File: src/sv/ccaprng_pkg.sv
`default_nettype none

package ccaprng_pkg;

	localparam int WORD_COUNT = 6;
	localparam int WORD_W     = 32;
	localparam int IDX_W      = 3;
	localparam int MOD_W      = 16;
	localparam int MOD_CNT_W  = 4;

	typedef logic [WORD_W-1:0] word_t;
	typedef logic [WORD_COUNT-1:0][WORD_W-1:0] words_t;
	typedef logic [IDX_W-1:0] idx_t;

	// Operation codes of the input item
	localparam logic OP_RESEED = 1'b0;
	localparam logic OP_DRAW   = 1'b1;

	// Per-word seed increments
	localparam words_t SEED_STEPS = {
		32'hd1a9fbe7, 32'h97327ae1, 32'h40dde76d,
		32'h3df3b646, 32'h96041893, 32'hf22d0e56
	};

	// Running sums of the seed increments: the word values for a zero seed
	function automatic words_t seed_base();
		words_t base;
		word_t acc;
		acc = '0;
		for (int i = 0; i < WORD_COUNT; i++) begin
			acc = acc + SEED_STEPS[i];
			base[i] = acc;
		end
		return base;
	endfunction

	localparam words_t SEED_BASE = seed_base();

	// Shared adder request and response
	typedef struct packed {
		word_t a;
		word_t b;
		logic  cin;
	} alu_req_t;

	typedef struct packed {
		word_t res;
		logic  lt;
	} alu_rsp_t;

	// Remainder unit request and status
	typedef struct packed {
		logic             start;
		logic [MOD_W-1:0] dividend;
		logic [MOD_W-1:0] divisor;
	} mod_req_t;

	typedef struct packed {
		logic             done;
		logic [MOD_W-1:0] rem;
	} mod_rsp_t;

	// Sequencer states, one-hot
	typedef enum logic [7:0] {
		ST_IDLE  = 8'b0000_0001,
		ST_SEED  = 8'b0000_0010,
		ST_LOAD  = 8'b0000_0100,
		ST_CHAIN = 8'b0000_1000,
		ST_INC   = 8'b0001_0000,
		ST_FIX   = 8'b0010_0000,
		ST_MODST = 8'b0100_0000,
		ST_MOD   = 8'b1000_0000
	} state_t;

endpackage

`default_nettype wire

File: src/sv/carry_chain_additive_prng_unit.sv
// Reseed: the six words are set from the seed, one word per cycle, no result.
// Draw: 1 load + 5 carry-chain adds + 1..5 increment steps (+1 if the increment
//   ripples through word1) on one shared 32-bit adder, then a start step and
//   sixteen restoring steps in the bit-serial remainder unit, then a load of the
//   output register once it is free.
// One item at a time; a finished result waits in the output register.
// Reset (arst_n low): words take their zero-seed values, no result pending.
`default_nettype none

module carry_chain_additive_prng_unit
	import ccaprng_pkg::*;
(
	input  logic              clk,
	input  logic              arst_n,
	input  logic              in_valid,
	output logic              in_stall,
	input  logic              operation,
	input  logic [WORD_W-1:0] seed_value,
	input  logic [MOD_W-1:0]  modulus,
	output logic              out_valid,
	input  logic              out_stall,
	output logic [WORD_W-1:0] raw_value,
	output logic [MOD_W-1:0]  bounded_value
);

	state_t           state_q;
	words_t           words_q;
	idx_t             idx_q;
	word_t            acc_q;
	logic             carry_q;
	logic [MOD_W-1:0] mod_q;
	logic             out_valid_q;
	word_t            raw_q;
	logic [MOD_W-1:0] bounded_q;

	alu_req_t alu_req;
	alu_rsp_t alu_rsp;
	mod_req_t mod_req;
	mod_rsp_t mod_rsp;
	word_t    rd_word;
	logic     in_xfer;
	logic     out_xfer;
	logic     out_free;
	logic     wr_en;

	assign in_xfer  = in_valid && !in_stall;
	assign out_xfer = out_valid_q && !out_stall;
	assign out_free = !out_valid_q || !out_stall;
	assign rd_word  = words_q[idx_q];

	// Operand selection for the shared adder
	always_comb begin
		alu_req = '{a: '0, b: '0, cin: 1'b0};
		case (state_q)
			ST_SEED:  alu_req = '{a: acc_q, b: SEED_STEPS[idx_q], cin: 1'b0};
			ST_LOAD:  alu_req = '{a: '0, b: rd_word, cin: 1'b0};
			ST_CHAIN: alu_req = '{a: acc_q, b: rd_word, cin: carry_q};
			ST_INC:   alu_req = '{a: '0, b: rd_word, cin: 1'b1};
			ST_FIX:   alu_req = '{a: acc_q, b: '0, cin: 1'b1};
			default:  alu_req = '{a: '0, b: '0, cin: 1'b0};
		endcase
	end

	ccaprng_alu u_alu (
		.req (alu_req),
		.rsp (alu_rsp)
	);

	assign mod_req = '{start: (state_q == ST_MODST), dividend: acc_q[MOD_W-1:0],
		divisor: mod_q};

	ccaprng_mod u_mod (
		.clk    (clk),
		.arst_n (arst_n),
		.req    (mod_req),
		.rsp    (mod_rsp)
	);

	// Word store write port
	assign wr_en = (state_q == ST_SEED) || (state_q == ST_CHAIN) ||
		(state_q == ST_INC) || (state_q == ST_FIX);

	always_ff @(posedge clk or negedge arst_n) begin
		if (!arst_n) begin
			words_q <= SEED_BASE;
		end else if (wr_en) begin
			words_q[idx_q] <= alu_rsp.res;
		end
	end

	// Sequencer
	always_ff @(posedge clk or negedge arst_n) begin
		if (!arst_n) begin
			state_q <= ST_IDLE;
			idx_q   <= '0;
			carry_q <= 1'b0;
		end else begin
			case (state_q)
				ST_IDLE: begin
					if (in_xfer) begin
						if (operation == OP_RESEED) begin
							state_q <= ST_SEED;
							idx_q   <= '0;
						end else begin
							state_q <= ST_LOAD;
							idx_q   <= idx_t'(WORD_COUNT - 1);
						end
					end
				end
				ST_SEED: begin
					if (idx_q == idx_t'(WORD_COUNT - 1)) begin
						state_q <= ST_IDLE;
					end else begin
						idx_q <= idx_q + 1'b1;
					end
				end
				ST_LOAD: begin
					carry_q <= 1'b0;
					idx_q   <= idx_t'(WORD_COUNT - 2);
					state_q <= ST_CHAIN;
				end
				ST_CHAIN: begin
					carry_q <= alu_rsp.lt;
					if (idx_q == '0) begin
						idx_q   <= idx_t'(WORD_COUNT - 1);
						state_q <= ST_INC;
					end else begin
						idx_q <= idx_q - 1'b1;
					end
				end
				ST_INC: begin
					// lt marks a wrap to zero
					if (!alu_rsp.lt) begin
						state_q <= ST_MODST;
					end else if (idx_q == idx_t'(1)) begin
						idx_q   <= '0;
						state_q <= ST_FIX;
					end else begin
						idx_q <= idx_q - 1'b1;
					end
				end
				ST_FIX: begin
					state_q <= ST_MODST;
				end
				ST_MODST: begin
					state_q <= ST_MOD;
				end
				ST_MOD: begin
					if (mod_rsp.done && out_free) begin
						state_q <= ST_IDLE;
					end
				end
				default: begin
					state_q <= ST_IDLE;
				end
			endcase
		end
	end

	// Accumulator and captured modulus
	always_ff @(posedge clk) begin
		if (in_xfer) begin
			acc_q <= seed_value;
			mod_q <= modulus;
		end else if ((state_q == ST_SEED) || (state_q == ST_LOAD) ||
			(state_q == ST_CHAIN) || (state_q == ST_FIX)) begin
			acc_q <= alu_rsp.res;
		end
	end

	// Output register
	always_ff @(posedge clk or negedge arst_n) begin
		if (!arst_n) begin
			out_valid_q <= 1'b0;
		end else if ((state_q == ST_MOD) && mod_rsp.done && out_free) begin
			out_valid_q <= 1'b1;
		end else if (out_xfer) begin
			out_valid_q <= 1'b0;
		end
	end

	always_ff @(posedge clk) begin
		if ((state_q == ST_MOD) && mod_rsp.done && out_free) begin
			raw_q     <= acc_q;
			bounded_q <= mod_rsp.rem;
		end
	end

	assign in_stall      = (state_q != ST_IDLE);
	assign out_valid     = out_valid_q;
	assign raw_value     = raw_q;
	assign bounded_value = bounded_q;

	// Checks
	a_idx_range: assert property (@(posedge clk) disable iff (!arst_n)
		idx_q < idx_t'(WORD_COUNT))
		else $error("word index out of range");

	a_reseed_no_result: assert property (@(posedge clk) disable iff (!arst_n)
		in_xfer && (operation == OP_RESEED) |=> (state_q == ST_SEED))
		else $error("reseed transfer did not enter seeding");

	a_result_from_mod: assert property (@(posedge clk) disable iff (!arst_n)
		$rose(out_valid_q) |-> $past(state_q == ST_MOD) && $past(mod_rsp.done))
		else $error("result produced outside remainder completion");

	a_mod_start_once: assert property (@(posedge clk) disable iff (!arst_n)
		(state_q == ST_MODST) |=> (state_q == ST_MOD) && !mod_rsp.done)
		else $error("remainder unit not restarted");

endmodule

`default_nettype wire

File: src/sv/ccaprng_alu.sv
`default_nettype none

module ccaprng_alu
	import ccaprng_pkg::*;
(
	input  alu_req_t req,
	output alu_rsp_t rsp
);

	logic [WORD_W:0] full_sum;

	// a + b + cin, carry out dropped; lt flags a result below operand b
	always_comb begin
		full_sum = {1'b0, req.a} + {1'b0, req.b} + {{WORD_W{1'b0}}, req.cin};
		rsp.res  = full_sum[WORD_W-1:0];
		rsp.lt   = (full_sum[WORD_W-1:0] < req.b);
	end

endmodule

`default_nettype wire

File: src/sv/ccaprng_mod.sv
`default_nettype none

module ccaprng_mod
	import ccaprng_pkg::*;
(
	input  logic     clk,
	input  logic     arst_n,
	input  mod_req_t req,
	output mod_rsp_t rsp
);

	logic [MOD_W-1:0]     rem_q;
	logic [MOD_W-1:0]     dvd_q;
	logic [MOD_W-1:0]     div_q;
	logic [MOD_CNT_W-1:0] cnt_q;
	logic                 busy_q;
	logic                 done_q;

	logic [MOD_W:0]   shifted;
	logic [MOD_W+1:0] diff;
	logic             ge;
	logic [MOD_W-1:0] rem_next;

	// One restoring step: shift in the next dividend bit, subtract if it fits
	always_comb begin
		shifted  = {rem_q, dvd_q[MOD_W-1]};
		diff     = {1'b0, shifted} - {2'b00, div_q};
		ge       = ~diff[MOD_W+1];
		rem_next = ge ? diff[MOD_W-1:0] : shifted[MOD_W-1:0];
	end

	// Control: sixteen steps after start, done holds until the next start
	always_ff @(posedge clk or negedge arst_n) begin
		if (!arst_n) begin
			busy_q <= 1'b0;
			done_q <= 1'b0;
			cnt_q  <= '0;
		end else if (req.start) begin
			busy_q <= 1'b1;
			done_q <= 1'b0;
			cnt_q  <= '0;
		end else if (busy_q) begin
			cnt_q <= cnt_q + 1'b1;
			if (cnt_q == {MOD_CNT_W{1'b1}}) begin
				busy_q <= 1'b0;
				done_q <= 1'b1;
			end
		end
	end

	// Datapath
	always_ff @(posedge clk) begin
		if (req.start) begin
			rem_q <= '0;
			dvd_q <= req.dividend;
			div_q <= req.divisor;
		end else if (busy_q) begin
			rem_q <= rem_next;
			dvd_q <= {dvd_q[MOD_W-2:0], 1'b0};
		end
	end

	assign rsp.done = done_q;
	assign rsp.rem  = rem_q;

endmodule

`default_nettype wire

File: config.mk
export PLATFORM = sky130hd
export DESIGN_NAME = carry_chain_additive_prng_unit
export DESIGN_NICKNAME = d
export VERILOG_FILES = /design/src/sv/ccaprng_pkg.sv /design/src/sv/carry_chain_additive_prng_unit.sv /design/src/sv/ccaprng_alu.sv /design/src/sv/ccaprng_mod.sv
export SDC_FILE = /design/constraint.sdc
export NUM_CORES = 1
export LEC_CHECK = 0
export BUFFER_PORTS_ARGS = -buffer_cell sky130_fd_sc_hd__buf_2
export CAP_MARGIN = 0
export CELL_PAD_IN_SITES_DETAIL_PLACEMENT = 0
export CELL_PAD_IN_SITES_GLOBAL_PLACEMENT = 1
export CORE_MARGIN = 3
export CORE_UTILIZATION = 51
export CTS_CLUSTER_SIZE = 25
export DETAILED_ROUTE_END_ITERATION = 7
export GPL_ROUTABILITY_DRIVEN = 0
export GPL_TIMING_DRIVEN = 0
export HOLD_SLACK_MARGIN = 0.08
export PLACE_DENSITY = 0.82
export SLEW_MARGIN = 20
export SYNTH_ARGS = -nofsm -noshare
export SYNTH_HDL_FRONTEND = slang
export SYNTH_HIERARCHICAL = 1
export SYNTH_SLANG_ARGS = --single-unit
File: constraint.sdc
create_clock -name clk -period 7.9 [get_ports clk]
set_input_delay 1.185 -clock clk [delete_from_list [all_inputs] [get_ports clk]]
set_output_delay 1.185 -clock clk [all_outputs]
set_load 0.02 [all_outputs]
==> flow_summary.toml <==
[synth]
async_reset_ff_frac = 0.5944
synth_area_mm2 = 0.01964
ys_seq_elements = 355
ys_warn_count = 6
syn-instance-count = 1556
ys.flop_type = "edfxtp_1"
yosysUniqueCellTypes = 97
synth-edff-count = 128
syn-num-nets = 1700
synth_area_per_cell_um2 = 12.62
ys_seq_area_frac = 0.4873

[clock_tree]
cts_hold_buf = 0
h-tree-depth = 2
worstSkewPairLatency_ns = 0.57
clockBufferDepth = 3
clkSlewWorstSetupHoldPaths_ns = 0.06
numClockSinks = 355
cts_buffers = 39
cts_tree = "done"
cts_root_buf = "clkbuf_16"

[critical_path]
crit_buf_inv = 4
cpPeakStageDelay_ns = 0.54
worstPathArrival_ns = 8.02
crit_type = "flop to flop"
r2r-start = "state_q[7]"
start_kind = "flop"
endpoint_kind = "flop"
timing.rr.end = "idx_q[2]"
reg2reg_depth = 25
path_delay_family = "compound AO/OA/AOI/OAI gates"
path_max_fanout = 10
rrSetupSlack_ns = 0.31
critPathLaunch = "state_q[7]"
required_ns = 8.33
crit_slowest_cell = "or4_4"

[finish]
num_antenna_cells = 0
drive_gt1_frac = 0.3440
multi_input_area_mm2 = 0.009447
fill_cells = 3112
post-route-util = 0.5953
final-instance-count-excl-fill = 2264
regArea_mm2 = 0.009569
syn_to_final_growth_pct = 14.72
final_nets = 1867

[routing]
top_layer = "met5"
wire_per_inst_um = 23.48
met3_length_mm = 3.825
vias = 13736
drc_errors = 0
dr.pass1.iters = 7
wl_mm = 53.16
routed-wl-met2_mm = 24.10
viasPerCell = 6.067
met1_length_mm = 23.69
ant_nets = 0
dr.first_iter.drc_count = 1173

[global_route]
overflow = 0
grt_pass1_wl_mm = 80.93
grt_pass1_vias = 13667
grt_max_degree = 80
antenna_found_initial = 4
track_usage = 0.2560

[worst_hold_path]
min_from = "mod_q[4]"
hold_path_end = "u_mod/div_q[4]"
hp-class = "flop to flop"
hold_depth = 0

[sta]
period_share = 0.9608
worstMarginPinSlew_ns = 1.190
fin_crit_ns = 7.590
drv_slew = 0
hold_viol = 0
setup_viol = 0
grt_setup_unrepaired = "no"
timing.fmax_mhz = 131.8
fin_skew_ns = 0.03780
slew_headroom = 0.2039

[pwr]
p_leak_uw = 0.009653
power_density_mw_per_mm2 = 334.3
peakVddDrop_mv = 0.1980

[placement]
hpwl_mm = 37.72
io_buffers = 102
place_inst = 2175

[floorplan]
die_w_um = 202.2
rows = 71
initial_utilization = 0.5189
die-area_mm2 = 0.04090
die_h_um = 202.2
ios = 103
design.core.area_mm2 = 0.03784

[run]
max_cap_viol_count = 0

[run_status]
status = "completed"
==> flip-flops by register name (all words and copies together) (netlist names), 3 cells and up <==
name / count
bounded_value: 16
u_mod/rem_q: 16
u_mod/cnt_q: 4
acc_q: 32
raw_value: 32
u_mod/div_q: 16
u_mod/dvd_q: 16
words_q: 192
state_q: 8
mod_q: 16
idx_q: 3
==> logic make-up after synthesis <==
logic type,Yosys count,synth area share
AOI/OAI and AO/OA,357,0.1279
DFF,355,0.4873
and+or+nand+nor,295,0.08328
muxes,266,0.1846
buffers and inverters,154,0.04084
adders and majority gates,91,0.05913
xor gates and xnor gates,38,0.01695
==> worst max path at each step <==
stage          endpoint  slack (ns)  cells past startpoint
2_1_floorplan  idx_q[2]        1.39                     25
3_3_place_gp   idx_q[2]       -1.49                     23
3_5_place_dp   idx_q[2]       -1.01                     25
4_1_cts        idx_q[2]        0.02                     26
5_1_grt        idx_q[2]        0.01                     25
6_report       idx_q[2]        0.31                     25
==> area by class of cell <==
| type | count | area share |
|---|---|---|
| multi-input combinational | 1047 | 0.4193 |
| clock inverter | 14 | 0.006498 |
| clock buffer | 57 | 0.04854 |
| timing repair buffer | 126 | 0.03599 |
| buffer | 83 | 0.02471 |
| tap | 511 | 0.02838 |
| inverter | 71 | 0.01183 |
| sequential | 355 | 0.4247 |
==> cells in the mapped netlist, drive strengths merged (17+ instances only) <==
master / instances / area [µm²]
a211oi: 17 / 140.1
a21o: 32 / 240.2
a21oi: 63 / 319.1
a22oi: 59 / 442.9
and2: 39 / 244.0
and3: 33 / 207.7
buf: 37 / 331.6
clkbuf: 46 / 203.9
dfrtp: 111 / 2778
dfstp: 100 / 2628
edfxtp: 128 / 3844
ha: 88 / 1101
inv: 70 / 262.8
mux2: 243 / 3296
nand2: 62 / 240.2
nand3: 19 / 95.09
nand4: 21 / 131.4
nor2: 57 / 221.5
nor3: 18 / 135.1
o21ai: 51 / 259.0
o22ai: 23 / 143.9
xnor2: 23 / 201.4
==> cell usage in the layout, fill, tap and decap left out, drive strengths merged, types with 18 or more instances in the layout <==
cell,netlist,final
nand3,19,19
nor3,18,18
edfxtp,128,128
o22ai,23,23
nand4,21,21
a21oi,63,63
nor2,57,57
ha,88,88
nand2,62,62
dfrtp,111,111
inv,70,71
and2,39,39
buf,37,162
and3,33,33
dfstp,100,100
mux2,243,243
o21ai,51,51
xnor2,23,23
a22oi,59,59
clkbuf,46,103
a21o,32,32
==> worst register-to-register path: cells and delay by family, from the launching register on <==
family                   cells  cell delay (ns)
flip-flops                   1             0.40
adder cells (fa/ha/maj)      3             1.11
buffers and inverters        4             0.76
AND/OR/NAND/NOR              6             1.77
AO/OA/AOI/OAI               12             3.39
==> stage by stage <==
step	total power (µW)	worst slack, ns	TNS [ns]	hold slack [ns]	instance area (µm²)
CTS	7402	0.01648	0	0.4168	22300
detailed placement	5554	-1.009	-7.070	0.4045	20970
global route	7894	0.01389	0	0.4195	22530
finish	7531	0.3100	0	0.4153	22530
floorplan	4627	1.390	0	0.4003	19640
global placement	5442	-1.490	-12.02	0.4028	20790
==> repair_timing <==
action	in CTS	in global routing
pin swaps	0	6
setup endpoints to repair	10	8
gates resized for setup	18	24
setup buffers	0	18
==> where the power goes <==
| part | internal (µW) | switching, µW | total (µW) |
|---|---|---|---|
| sequential | 2470 | 235 | 2700 |
| combinational | 1270 | 1770 | 3040 |
| clock | 1030 | 754 | 1790 |
==> per-layer routing <==
| layer | GRT usage | vias to the layer above |
|---|---|---|
| li1 | - | 6185 |
| met1 | 0.3579 | 6971 |
| met2 | 0.4028 | 464 |
| met3 | 0.05943 | 110 |
| met4 | 0.07275 | 6 |
| met5 | 0 | - |
No activity file was read; power rests on OpenSTA's default activity.
